==> src/design/spr_pkg.sv <==
// Shared constants and types for the servo pulse ramp generator.
package spr_pkg;

    // Pulse limits and conversion
    localparam int unsigned PULSE_MIN_US   = 800;
    localparam int unsigned PULSE_MAX_US   = 2500;
    localparam int unsigned NS_PER_US      = 1000;
    localparam int unsigned PULSE_RESET_US = 1500;
    localparam int unsigned PERIOD_RESET   = 20000000;

    // Field widths
    localparam int unsigned CMD_W    = 2;
    localparam int unsigned US_W     = 16;
    localparam int unsigned MS_W     = 16;
    localparam int unsigned PULSE_W  = 12;
    localparam int unsigned DUTY_W   = 22;
    localparam int unsigned PERIOD_W = 27;
    localparam int unsigned CFG_IDX_W = 1;

    // Serial divider: numerator 2*mag*done + total spans 33 bits
    localparam int unsigned DIV_NUM_W = 2 * MS_W + 1;
    localparam int unsigned DIV_DEN_W = MS_W + 1;
    localparam int unsigned DIV_CNT_W = $clog2(DIV_NUM_W);

    // Command codes of an input item
    typedef enum logic [CMD_W-1:0] {
        CMD_TICK   = 2'd0,
        CMD_TARGET = 2'd1,
        CMD_DIRECT = 2'd2
    } t_cmd;

    // Configuration register indexes
    typedef enum logic [CFG_IDX_W-1:0] {
        REG_ENABLE = 1'd0,
        REG_PERIOD = 1'd1
    } t_reg;

endpackage

==> src/design/servo_pulse_ramp.sv <==
// Servo pulse ramp generator: direct set, ramp target and tick commands.
//
// Each input item carries one command and yields exactly one result item.
// An enabled tick during a ramp steps through ST_MUL, ST_DIV, ST_FIN and
// ST_DRIVE: ST_MUL forms the 16x16 product of ramp span and elapsed time,
// ST_DIV runs a restoring divider that retires one quotient bit per cycle
// to round the interpolated pulse, and ST_FIN and ST_DRIVE rebase and clamp
// it. Other commands go to ST_OUT directly, or via ST_DRIVE if they write
// a duty. The block takes one item at a time and holds o_stall high
// until the result item has been taken. Configuration writes are taken in
// any cycle (o_cfg_ready is always high) and should only be issued while
// the block is idle; a new period applies at the next duty write.
module servo_pulse_ramp
    import spr_pkg::*;
(
    input  logic                 i_clk,
    input  logic                 i_rst_n,

    input  logic                 i_cfg_valid,
    output logic                 o_cfg_ready,
    input  logic [CFG_IDX_W-1:0] i_cfg_index,
    input  logic [PERIOD_W-1:0]  i_cfg_data,

    input  logic                 i_valid,
    output logic                 o_stall,
    input  logic [CMD_W-1:0]     i_command,
    input  logic [US_W-1:0]      i_value_us,
    input  logic [MS_W-1:0]      i_ramp_ms,
    input  logic [MS_W-1:0]      i_elapsed_ms,

    output logic                 o_valid,
    input  logic                 i_stall,
    output logic [DUTY_W-1:0]    o_duty_ns,
    output logic [PULSE_W-1:0]   o_pulse_us,
    output logic                 o_duty_written,
    output logic                 o_ramp_active
);

    typedef enum logic [2:0] {
        ST_IDLE,
        ST_MUL,
        ST_DIV,
        ST_FIN,
        ST_DRIVE,
        ST_OUT
    } t_state;

    t_state                r_state,   n_state;
    logic                  r_enable,  n_enable;
    logic [PERIOD_W-1:0]   r_period,  n_period;
    logic [PULSE_W-1:0]    r_current, n_current;
    logic [US_W-1:0]       r_target,  n_target;
    logic [US_W-1:0]       r_start,   n_start;
    logic [MS_W-1:0]       r_total,   n_total;
    logic [MS_W-1:0]       r_left,    n_left;
    logic [DUTY_W-1:0]     r_duty,    n_duty;
    logic                  r_written, n_written;
    logic [US_W+1:0]       r_req,     n_req;
    logic                  r_neg,     n_neg;
    logic [DIV_NUM_W-1:0]  r_num,     n_num;
    logic [DIV_DEN_W-1:0]  r_rem,     n_rem;
    logic [DIV_CNT_W-1:0]  r_cnt,     n_cnt;

    // Ramp arithmetic
    logic [US_W:0]         diff;
    logic [US_W-1:0]       mag;
    logic [MS_W-1:0]       done;
    logic [2*MS_W-1:0]     prod;
    logic [DIV_DEN_W-1:0]  den;
    logic [DIV_DEN_W:0]    shifted;
    logic                  div_ge;
    logic [DIV_DEN_W:0]    sub;

    // Clamp and conversion
    logic [PULSE_W-1:0]    clamped;
    logic [DUTY_W-1:0]     duty_full;
    logic [DUTY_W-1:0]     duty_capped;
    logic [PERIOD_W-1:0]   period_m1;

    assign diff = {1'b0, r_target} - {1'b0, r_start};
    assign mag  = diff[US_W] ? 16'(17'd0 - diff) : diff[US_W-1:0];
    assign done = r_total - r_left;
    assign prod = mag * done;
    assign den  = {r_total, 1'b0};

    // One restoring division step
    assign shifted = {r_rem, r_num[DIV_NUM_W-1]};
    assign div_ge  = shifted >= {1'b0, den};
    assign sub     = shifted - {1'b0, den};

    // Clamp the requested pulse and cap its duty below a nonzero period
    always_comb begin
        if (r_req[US_W+1] || (r_req < 18'(PULSE_MIN_US))) begin
            clamped = PULSE_W'(PULSE_MIN_US);
        end else if (r_req > 18'(PULSE_MAX_US)) begin
            clamped = PULSE_W'(PULSE_MAX_US);
        end else begin
            clamped = r_req[PULSE_W-1:0];
        end
    end

    assign duty_full = {10'd0, clamped} * DUTY_W'(NS_PER_US);
    assign period_m1 = r_period - PERIOD_W'(1);

    always_comb begin
        if ({5'd0, duty_full} >= r_period) begin
            duty_capped = (r_period == '0) ? '0 : period_m1[DUTY_W-1:0];
        end else begin
            duty_capped = duty_full;
        end
    end

    // Sequencer
    always_comb begin
        n_state   = r_state;
        n_enable  = r_enable;
        n_period  = r_period;
        n_current = r_current;
        n_target  = r_target;
        n_start   = r_start;
        n_total   = r_total;
        n_left    = r_left;
        n_duty    = r_duty;
        n_written = r_written;
        n_req     = r_req;
        n_neg     = r_neg;
        n_num     = r_num;
        n_rem     = r_rem;
        n_cnt     = r_cnt;

        // take configuration writes
        if (i_cfg_valid) begin
            unique case (t_reg'(i_cfg_index))
                REG_ENABLE: n_enable = i_cfg_data[0];
                REG_PERIOD: n_period = i_cfg_data;
                default:    n_period = r_period;
            endcase
        end

        unique case (r_state)
            ST_IDLE: begin
                if (i_valid) begin
                    n_written = 1'b0;
                    n_state   = ST_OUT;
                    unique case (t_cmd'(i_command))
                        CMD_DIRECT: begin
                            if (r_enable) begin
                                n_req   = {2'b00, i_value_us};
                                n_state = ST_DRIVE;
                            end
                        end
                        CMD_TARGET: begin
                            n_target = i_value_us;
                            n_start  = {4'd0, r_current};
                            n_total  = (i_ramp_ms == '0) ? MS_W'(1) : i_ramp_ms;
                            n_left   = (i_ramp_ms == '0) ? MS_W'(1) : i_ramp_ms;
                        end
                        CMD_TICK: begin
                            if (r_enable) begin
                                if (r_left == '0) begin
                                    if ({4'd0, r_current} != r_target) begin
                                        n_req   = {2'b00, r_target};
                                        n_state = ST_DRIVE;
                                    end
                                end else begin
                                    n_left  = (i_elapsed_ms >= r_left) ? '0
                                                                       : r_left - i_elapsed_ms;
                                    n_state = ST_MUL;
                                end
                            end
                        end
                        default: n_state = ST_OUT;
                    endcase
                end
            end
            ST_MUL: begin
                // load numerator 2*mag*done + total for a half-up rounded quotient
                n_num   = {prod, 1'b0} + {17'd0, r_total};
                n_neg   = diff[US_W];
                n_rem   = '0;
                n_cnt   = DIV_CNT_W'(DIV_NUM_W - 1);
                n_state = ST_DIV;
            end
            ST_DIV: begin
                n_rem = div_ge ? sub[DIV_DEN_W-1:0] : shifted[DIV_DEN_W-1:0];
                n_num = {r_num[DIV_NUM_W-2:0], div_ge};
                n_cnt = r_cnt - DIV_CNT_W'(1);
                if (r_cnt == '0) begin
                    n_state = ST_FIN;
                end
            end
            ST_FIN: begin
                // rebase the rounded step on the ramp start
                n_req   = r_neg ? {2'b00, r_start} - {2'b00, r_num[US_W-1:0]}
                                : {2'b00, r_start} + {2'b00, r_num[US_W-1:0]};
                n_state = ST_DRIVE;
            end
            ST_DRIVE: begin
                n_current = clamped;
                n_duty    = duty_capped;
                n_written = 1'b1;
                n_state   = ST_OUT;
            end
            ST_OUT: begin
                if (!i_stall) begin
                    n_state = ST_IDLE;
                end
            end
            default: n_state = ST_IDLE;
        endcase
    end

    // Hold state and registered outputs
    always_ff @(posedge i_clk) begin
        if (!i_rst_n) begin
            r_state   <= ST_IDLE;
            r_enable  <= 1'b0;
            r_period  <= PERIOD_W'(PERIOD_RESET);
            r_current <= PULSE_W'(PULSE_RESET_US);
            r_target  <= US_W'(PULSE_RESET_US);
            r_start   <= US_W'(PULSE_RESET_US);
            r_total   <= MS_W'(1);
            r_left    <= '0;
            r_duty    <= DUTY_W'(PULSE_RESET_US * NS_PER_US);
            r_written <= 1'b0;
        end else begin
            r_state   <= n_state;
            r_enable  <= n_enable;
            r_period  <= n_period;
            r_current <= n_current;
            r_target  <= n_target;
            r_start   <= n_start;
            r_total   <= n_total;
            r_left    <= n_left;
            r_duty    <= n_duty;
            r_written <= n_written;
        end
        r_req <= n_req;
        r_neg <= n_neg;
        r_num <= n_num;
        r_rem <= n_rem;
        r_cnt <= n_cnt;
    end

    assign o_cfg_ready    = 1'b1;
    assign o_stall        = (r_state != ST_IDLE);
    assign o_valid        = (r_state == ST_OUT);
    assign o_duty_ns      = r_duty;
    assign o_pulse_us     = r_current;
    assign o_duty_written = r_written;
    assign o_ramp_active  = (r_left != '0);

endmodule

==> config.mk <==
export PLATFORM = sky130hd
export DESIGN_NAME = servo_pulse_ramp
export DESIGN_NICKNAME = d
export VERILOG_FILES = /design/src/design/spr_pkg.sv /design/src/design/servo_pulse_ramp.sv
export SDC_FILE = /design/constraint.sdc
export NUM_CORES = 1
export LEC_CHECK = 0
export ABC_AREA = 1
export BUFFER_PORTS_ARGS = -buffer_cell sky130_fd_sc_hd__buf_2
export CORE_ASPECT_RATIO = 0.6
export CORE_MARGIN = 8
export CORE_UTILIZATION = 35
export DETAILED_ROUTE_END_ITERATION = 12
export GPL_ROUTABILITY_DRIVEN = 1
export PLACE_DENSITY = 0.56
export SETUP_SLACK_MARGIN = 0.02
export SKIP_CTS_REPAIR_TIMING = 1
export SKIP_LAST_GASP = 1
export SLEW_MARGIN = 5
export SYNTH_ARGS = -nofsm -noshare
export SYNTH_HDL_FRONTEND = slang
export SYNTH_SLANG_ARGS = --single-unit
==> constraint.sdc <==
create_clock -name i_clk -period 8.1 [get_ports i_clk]
set_input_delay 0.81 -clock i_clk [delete_from_list [all_inputs] [get_ports i_clk]]
set_output_delay 0.81 -clock i_clk [all_outputs]
set_load 0.02 [all_outputs]
# Word level (Yosys, flattened, before mapping)
# Index checks and enable logic that the tools add are counted.
# Widths: inputs -> output; s select.
[totals] register_bits=201 input_bits=83 output_inout_bits=39 elab_cells=104
[classes] add_sub_neg=10 mul=2 n_lt_le_gt_ge=5 eq_ne=18 mux=33 n_bitwise=1 reduce_logical=20
[op_table] cell="$mux 18" count=6
[op_table] cell="$mux 16" count=5
[op_table] cell="$pmux 18 s2" count=2
[op_table] cell="$pmux 33 s2" count=1
[op_table] cell="$mux 22" count=2
[op_table] cell="$pmux 17 s2" count=1
[op_table] cell="$add 33x16->33" count=1
[op_table] cell="$logic_not 16->1" count=2
[op_table] cell="$mul 16x16->32" count=1
[op_table] cell="$pmux 16 s2" count=1
[op_table] cell="$sub 16x16->16" count=2
[op_table] cell="$ge 22x27->1" count=1
[op_table] cell="$logic_not 27->1" count=1
[op_table] cell="$mux 12" count=2
[op_table] cell="$sub 22x1->22 const B" count=1
[op_table] cell="$mul 12x7->19 const B" count=1
[op_table] cell="$ge 18x17->1" count=1
[op_table] cell="$gt 18x12->1 const B" count=1
[op_table] cell="$lt 18x10->1 const B" count=1
[op_table] cell="$pmux 3 s6" count=1
[op_table] cell="$add 12x16->17" count=1
[op_table] cell="$mux 17" count=1
[op_table] cell="$sub 12x16->17" count=1
[op_table] cell="$sub 16x12->17" count=1
[op_table] cell="30 further kinds" count=51

# Longest topological paths before layout
# Gate-level depths: netlist of run 1.
[logic_depth] word_depth=7 depth_mapped=50 mapped_depth_nobuf=49

# Worst setup path after synthesis of run 1
# Ideal clock, no wire load.
[synth_path] path_type="reg2reg" startpoint="reg r_target[0]" endpoint="reg r_num[29], data pin" setup_time_ns=0.253 t_arrival_ns=7.767 required_ns=7.847 slack_ns=0.080 stages_incl_launch_ff=46 n_path_buf=1 period_less_slack_ns=8.020 cell_sequence="dfxtp_1 > inv_1 > ha_1 > fa_1 > ha_1 > nand2_1 > nor2_2 > nand2_1 > nor2_2 > nand2_1 > nor2_2 > o21ai_0 > nand2_1 > buf_2 > nand2_1 > fa_1 > fa_1 > inv_1 > [... 10 more ...] > inv_1 > nand2_1 > nand2_1 > inv_1 > nand3_1 > xor2_1 > ha_1 > nand2_1 > nor2_1 > nand3_1 > nand2_1 > nand3_1 > nand2_1 > nand3_1 > nor2_1 > nand3b_1 > nand3_1 > nand2_1"
[synth_between] elab_chain_len=6
[synth_rtl] element="from (decl)" line_no="servo_pulse_ramp.sv:52" text="logic [US_W-1:0] r_target, n_target;"
[synth_rtl] element="from (signal assigned)" line_no="servo_pulse_ramp.sv:220" text="r_target <= US_W'(PULSE_RESET_US);"
[synth_rtl] element="from (signal assigned)" line_no="servo_pulse_ramp.sv:231" text="r_target <= n_target;"
[synth_rtl] element="$sub 16x12->17 (*)" line_no="servo_pulse_ramp.sv:80" text="assign diff = {1'b0, r_target} - {1'b0, r_start};"
[synth_rtl] element="$sub 1x16->16" line_no="servo_pulse_ramp.sv:81" text="assign mag = diff[US_W] ? 16'(17'd0 - diff) : diff[US_W-1:0];"
[synth_rtl] element="$mux 16 (*)" line_no="servo_pulse_ramp.sv:81"
[synth_rtl] element="$mul 16x16->32 (*)" line_no="servo_pulse_ramp.sv:83" text="assign prod = mag * done;"
[synth_rtl] element="$add 33x16->33 (*)" line_no="servo_pulse_ramp.sv:178" text="n_num = {prod, 1'b0} + {17'd0, r_total};"
[synth_rtl] element="$pmux 33 s2 (*)" line_no="servo_pulse_ramp.sv:140" text="unique case (r_state)"
[synth_rtl] element="net n_num[29]" line_no="servo_pulse_ramp.sv:60" text="logic [DIV_NUM_W-1:0] r_num, n_num;"
[synth_rtl] element="to (signal assigned)" line_no="servo_pulse_ramp.sv:240" text="r_num <= n_num;"
[synth_rtl] element="to (decl)" line_no="servo_pulse_ramp.sv:60"
# The timed path passes the listed nets; every way through them passes the cells marked *.
# A chain may end at the register's enable or synchronous reset.

# Worst setup path after layout of run 1
# Same ends and word-level chain as after synthesis.

==> results of run 1 <==
-- layout make-up --
type,instances,area [um^2],share of cell area (%)
tap,1000,1251,3.875
sequential,201,4777,14.80
antenna,3,7.507,0.02325
clock buffer,33,696.9,2.158
clock inverter,8,56.30,0.1744
multi-input combinational,2677,19590,60.67
timing repair buffer,459,3327,10.30
inverter,683,2584,8.002
-- per-layer routing --
layer  vias up  GRT usage, %  share of wire (%)
met1     12020         36.12                 53
met5         -        0.6989              0.098
met4         4         2.203               0.98
li1      12440             -                  -
met2       931         25.74                 35
met3        72         7.126                 11
-- layout by cell type, fill, tap and decap left out, types with 16 or more instances in the layout --
cell | synthesis | layout
nor2_2 | 6 | 23
nand3_1 | 164 | 147
a21oi_2 | 3 | 17
o21ai_0 | 233 | 219
inv_1 | 661 | 638
xnor2_1 | 36 | 33
buf_4 | 2 | 315
nand3_2 | 5 | 20
nand2_2 | 10 | 56
nor2_1 | 338 | 305
fa_1 | 239 | 229
nand2_1 | 766 | 711
nand4_1 | 40 | 40
o21ai_1 | 10 | 19
dfxtp_1 | 126 | 124
buf_2 | 11 | 120
edfxtp_1 | 75 | 75
ha_1 | 270 | 248
nor2_4 | 8 | 25
xor2_1 | 67 | 60
or2_2 | 16 | 16
clkbuf_16 | 0 | 26
inv_2 | 12 | 31
a21oi_1 | 287 | 272
ha_4 | 0 | 19
nor3_1 | 30 | 25
-- metrics by stage --
stage                     instances  TNS, ns  hold slack, ns  area (um^2)
final                          5064  -0.4823          0.4673        32290
after global placement         4995   -4.526          0.4464        30360
after global routing           5064   -8.460          0.4493        32290
after CTS                      5036   -7.297          0.4342        31110
after detailed placement       4995   -6.157          0.4557        30360
after floorplan                3642        0          0.4432        26350
-- cells by family (layout without fill, tap and decap cells) --
family,count (synthesis),in the layout
and+or+nand+nor,1423,1424
AOI/OAI and AO/OA,634,634
xor gates and xnor gates,109,109
adders and majority gates,509,509
buffers and inverters,765,1183
other,1,4
DFF,201,201
-- critical path, delay by kind of cell, from the launching register on --
family                   cells  cell delay (ns)
AND/OR/NAND/NOR             26             2.42
buffers and inverters       10             0.58
adder cells (fa/ha/maj)     10             4.29
flip-flops                   1             0.33
XOR/XNOR                     2             0.33
-- worst max path at each step --
stage                                         from                   to  slack, ns
after floorplan           r_target[0]$_SDFFE_PN0P_  r_num[29]$_DFFE_PP_       0.08
after global placement    r_target[0]$_SDFFE_PN0P_  r_num[29]$_DFFE_PP_      -0.32
after detailed placement  r_target[0]$_SDFFE_PN0P_  r_num[29]$_DFFE_PP_      -0.45
after CTS                 r_target[0]$_SDFFE_PN0P_  r_num[29]$_DFFE_PP_      -0.53
after global routing       r_start[1]$_SDFFE_PN0P_  r_num[21]$_DFFE_PP_      -0.49
final                     r_target[0]$_SDFFE_PN0P_  r_num[29]$_DFFE_PP_      -0.11
-- synthesized netlist by cell type (4+ instances only) --
| master | n | share of area (%) |
|---|---|---|
| nor2_1 | 338 | 4.8 |
| edfxtp_1 | 75 | 8.5 |
| nor3_1 | 30 | 0.57 |
| a31oi_1 | 14 | 0.33 |
| nand2_2 | 10 | 0.24 |
| o31ai_1 | 8 | 0.23 |
| nor4_1 | 13 | 0.31 |
| o21ai_1 | 10 | 0.19 |
| dfxtp_1 | 126 | 9.6 |
| a211oi_1 | 10 | 0.28 |
| nand3b_1 | 11 | 0.31 |
| a21boi_0 | 7 | 0.20 |
| inv_1 | 661 | 9.4 |
| o211ai_1 | 14 | 0.40 |
| o21ai_0 | 233 | 4.4 |
| a21o_1 | 11 | 0.31 |
| buf_1 | 4 | 0.057 |
| a21oi_1 | 287 | 5.5 |
| clkinv_1 | 8 | 0.11 |
| buf_2 | 11 | 0.21 |
| o21bai_1 | 9 | 0.26 |
| nand4_1 | 40 | 0.95 |
| nand3_2 | 5 | 0.19 |
| nand2_1 | 766 | 11 |
| ha_1 | 270 | 13 |
| o22ai_1 | 11 | 0.26 |
| xor2_1 | 67 | 2.2 |
| nor2_2 | 6 | 0.14 |
| inv_2 | 12 | 0.17 |
| nand3_1 | 164 | 3.1 |
| or2_2 | 16 | 0.38 |
| nor2_4 | 8 | 0.34 |
| xnor2_1 | 36 | 1.2 |
| fa_1 | 239 | 18 |
| clkbuf_1 | 63 | 0.90 |
| and2_1 | 6 | 0.14 |
-- sequential cells by signal, summed over array words and instances (netlist names) --
signal          cells
r_left             16
r_start            12
r_period           27
r_state             3
o_duty_written      1
o_duty_ns          22
r_target           16
r_total            16
o_pulse_us         12
r_num              33
r_rem              17
r_cnt               6
r_enable            1
r_neg               1
r_req              18
==> reports/qor.csv, run 1 <==
stage;metric;value;unit
status;status;finished, violations left;
status;failing checks;setup timing;
cts;worst-case clock buffer depth;3;
synth;post-synthesis xor/xnor area fraction;3.837;%
floorplanning;die width;370.2;um
floorplanning;Die Y;228.5;um
cts;clock-pin slew on the worst setup and hold paths;0.06;ns
detailed_routing;DRT iter0 DRCs;2621;
worst_setup_path;Reg2Reg Capture Point;r_num[29]$_DFFE_PP_;
finish;# fillers;7748;
cts;CTS tree;built;
timing;maximum clock frequency;0.1218;GHz
cts;clk_lat worst skew;0.56;ns
synth;post-synthesis mux area share;0;%
worst_setup_path;kind of critical path;flop to flop;
min_path;Hold WC Path Type;flop to flop;
detailed_routing;vias per cell;5.028;
timing;minimum clock period;8.211;ns
timing;RSZ-0062 raised after global routing;true;
cts;H-tree depth;1;
detailed_routing;Detailed Routing Iterations Pass 1;6;
worst_setup_path;Most common cell on crit path;inv_2;
floorplanning;I/O pin total;122;
worst_setup_path;R2R Setup Slk;-0.11;ns
synth;post-synthesis compound-gate area fraction;13.12;%
detailed_routing;residual DRC count;0;
global_route;gr usage total;21.50;%
global_route;vias in the first global route;23360;
synth;cell area after synthesis;26350;um^2
timing;final worst slack;-0.1106;ns
cts;Sink Count;201;
finish;Layout Nets;4637;
place;detailed placer's ending HPWL;78220;um
min_path;hold path startpoint;o_duty_ns[10]$_SDFFE_PN0P_;
place;Setup WS pre-CTS;-0.4515;ns
finish;fraction of layout cells with a size suffix above 1;19.08;%
worst_setup_path;Crit-path slowest cell;fa_1;
timing;Slew headroom;24.27;%
global_route;largest net degree at the start of global routing;81;
synth;largest family of logic cells by synthesized area;adder cells;
timing;Fin. Hold Viols;0;
synth;Synth Area in Simple Gates;22.85;%
floorplanning;initial core utilization;35.10;%
finish;final core occ;43.02;%
global_route;antenna violations before repair;5;
worst_setup_path;Setup crit end kind;flop;
finish;Layout area overhead;22.55;%
floorplanning;row cnt;78;
cts;root buf cell;clkbuf_16;
min_path;Min-Delay Path Depth;2;
worst_setup_path;CP required;8.41;ns
worst_setup_path;FF-to-FF Start;r_target[0]$_SDFFE_PN0P_;
timing;Period Utilization, post-route;101.4;%
detailed_routing;total number of vias;25460;
synth;Netlist cell types;69;
synth;Avg Cell Area, Syn;7.234;um^2
worst_setup_path;Setup crit start kind;flop;
place;Final Wtd Congestion;0.9799;
synth;Mapped Cells;3642;
timing;skew final;0.02308;ns
synth;asr flop ratio synth;0;%
min_path;Hold Path End;o_duty_ns[10]$_SDFFE_PN0P_;
synth;Synth Net Count;4234;
detailed_routing;Post-Route WL;94000;um
worst_setup_path;Worst R2R Path Depth;48;
synth;synthesized flop and latch total;201;
worst_setup_path;Critical Path Fanout Max;5;
worst_setup_path;critical path arrival;8.52;ns
synth;sequential fraction of the synthesis area;18.12;%
timing;final setup vio count;12;
place;I/O Buffers;120;
global_route;global-route wire length before repair;142900;um
cts;CTS Buf Count;23;
floorplanning;total die area;84600;um^2
detailed_routing;Final ANT Viol Nets;0;
floorplanning;core area;75050;um^2
detailed_routing;drt wl/cell;18.56;um
timing;Final Slew Violations;0;
job;max-cap violations;0;
synth;yosys warns;0;
synth;Main synth FF type;dfxtp_1;
timing;Slew @ Worst Pin;1.129;ns
worst_setup_path;Crit path largest cell delay;0.54;ns
synth;Post-synth EDFFs;75;
synth;Synth Area in Adders;30.98;%
global_route;GRT overflow;0;
Power of run 1 is left out: the tool's default activity adds up to more than one toggle a clock period on the data nets, which glitch-free logic cannot reach.
==> run 2: changes to the inputs <==
--- a/config.mk
+++ b/config.mk
@@ -7,12 +7,15 @@
 export LEC_CHECK = 0
 export ABC_AREA = 1
 export BUFFER_PORTS_ARGS = -buffer_cell sky130_fd_sc_hd__buf_2
+export CELL_PAD_IN_SITES_DETAIL_PLACEMENT = 0
+export CELL_PAD_IN_SITES_GLOBAL_PLACEMENT = 1
 export CORE_ASPECT_RATIO = 0.6
 export CORE_MARGIN = 8
 export CORE_UTILIZATION = 35
 export DETAILED_ROUTE_END_ITERATION = 12
 export GPL_ROUTABILITY_DRIVEN = 1
-export PLACE_DENSITY = 0.56
+export GPL_TIMING_DRIVEN = 0
+export PLACE_DENSITY = 0.71
 export SETUP_SLACK_MARGIN = 0.02
 export SKIP_CTS_REPAIR_TIMING = 1
 export SKIP_LAST_GASP = 1
==> reports/qor.csv, run 2 (same netlist as run 1, synthesis figures left out) <==
stage;metric;value;unit
finish;most frequent cells in the layout;nand2_1 (710), inv_1 (637), nor2_1 (309);
worst_setup_path;Crit path largest cell delay;0.57;ns
detailed_routing;Final ANT Viol Nets;0;
timing;RSZ-0062 raised after global routing;true;
status;status;finished, violations left;
worst_setup_path;Crit-path slowest cell;fa_1;
cts;CTS tree;built;
finish;Layout area overhead;19.52;%
finish;leading cell type in the layout, fill and taps excluded;nand2_1;
cts;Sink Count;201;
cts;H-tree depth;1;
global_route;GRT overflow;0;
detailed_routing;DRT iter0 DRCs;2700;
worst_setup_path;Worst R2R Path Depth;41;
global_route;global-route wire length before repair;150000;um
worst_setup_path;critical path arrival;8.70;ns
finish;max reg flops;33;
detailed_routing;total number of vias;25480;
global_route;gr usage total;23.13;%
detailed_routing;Detailed Routing Iterations Pass 1;6;
cts;worst-case clock buffer depth;3;
finish;fraction of layout cells with a size suffix above 1;15.06;%
min_path;Hold WC Path Type;flop to flop;
timing;final setup vio count;18;
job;max-cap violations;0;
floorplanning;I/O pin total;122;
status;failing checks;setup timing;
timing;Slew @ Worst Pin;0.9996;ns
worst_setup_path;Critical Path Fanout Max;8;
cts;clk_lat worst skew;0.55;ns
min_path;Min-Delay Path Depth;2;
timing;Fin. Hold Viols;0;
timing;maximum clock frequency;0.1185;GHz
floorplanning;die width;370.2;um
worst_setup_path;R2R Setup Slk;-0.34;ns
place;Final Wtd Congestion;0.9784;
cts;root buf cell;clkbuf_16;
finish;non-filler instance count after layout;4905;
worst_setup_path;kind of critical path;flop to flop;
timing;minimum clock period;8.441;ns
floorplanning;initial core utilization;35.10;%
worst_setup_path;CP required;8.36;ns
place;placed insts;4765;
finish;Top reg by flops;r_num;
place;detailed placer's ending HPWL;85090;um
timing;Slew headroom;32.79;%
global_route;largest net degree at the start of global routing;29;
timing;skew final;0.01945;ns
floorplanning;total die area;84600;um^2
cts;CTS Buf Count;22;
timing;Period Utilization, post-route;104.2;%
global_route;vias in the first global route;23160;
detailed_routing;residual DRC count;0;
cts;clock-pin slew on the worst setup and hold paths;0.07;ns
detailed_routing;vias per cell;5.195;
timing;final worst slack;-0.3409;ns
worst_setup_path;Setup crit end kind;flop;
timing;Final Slew Violations;0;
finish;Layout Nets;4480;
finish;# fillers;7754;
worst_setup_path;Setup crit start kind;flop;
detailed_routing;Post-Route WL;102100;um
floorplanning;core area;75050;um^2
detailed_routing;drt wl/cell;20.81;um
place;I/O Buffers;119;
global_route;antenna violations before repair;4;
floorplanning;Die Y;228.5;um
floorplanning;row cnt;78;
-- run 2: worst paths after layout --
| kind | from | to |
|---|---|---|
| worst max register to register | r_target[0]$_SDFFE_PN0P_ | r_num[20]$_DFFE_PP_ |
| worst min register to register | o_duty_ns[21]$_SDFFE_PN0P_ | o_duty_ns[21]$_SDFFE_PN0P_ |
| worst max-delay path | r_target[0]$_SDFFE_PN0P_ | r_num[20]$_DFFE_PP_ |
| worst min-delay path | o_duty_ns[21]$_SDFFE_PN0P_ | o_duty_ns[21]$_SDFFE_PN0P_ |
-- run 2: layout make-up --
class | instances | area (um^2) | share of cell area (%)
clock inverter | 11 | 108.9 | 0.3457
clock buffer | 29 | 618.1 | 1.963
inverter | 683 | 2640 | 8.384
multi-input combinational | 2678 | 20160 | 64.02
buffer | 82 | 406.6 | 1.291
antenna | 1 | 2.502 | 0.007947
timing repair buffer | 220 | 1519 | 4.824
tap | 1000 | 1251 | 3.974
sequential | 201 | 4782 | 15.19
-- run 2: per-layer routing --
layer	up-vias	share of wire, %	GRT usage, %
li1	12140	-	-
met3	68	12	6.737
met2	1117	35	27.09
met1	12160	53	40.12
met5	-	0.013	0
met4	2	0.83	2.033
-- run 2: stage by stage --
stage	cell area (um^2)	TNS [ns]	hold slack, ns	util, %	setup WS [ns]
4_1_cts	29030	-38.10	0.4498	38.68	-1.752
5_1_grt	31490	-10.95	0.4636	41.96	-0.6623
3_3_place_gp	28190	-37.56	0.4533	37.56	-1.740
3_5_place_dp	28300	-35.90	0.4588	37.71	-1.667
2_1_floorplan	26350	0	0.4432	-	0.07975
6_report	31490	-4.319	0.4692	41.96	-0.3409
-- run 2: critical path: cells and delay by family (launching register included) --
family,cells,cell delay (ns)
AOI/OAI and AO/OA,4,0.49
xor gates and xnor gates,3,0.50
adders and majority gates,10,4.30
buffers and inverters,7,0.56
DFF,1,0.36
and+or+nand+nor,17,1.90
Power of run 2 is left out for the same reason.
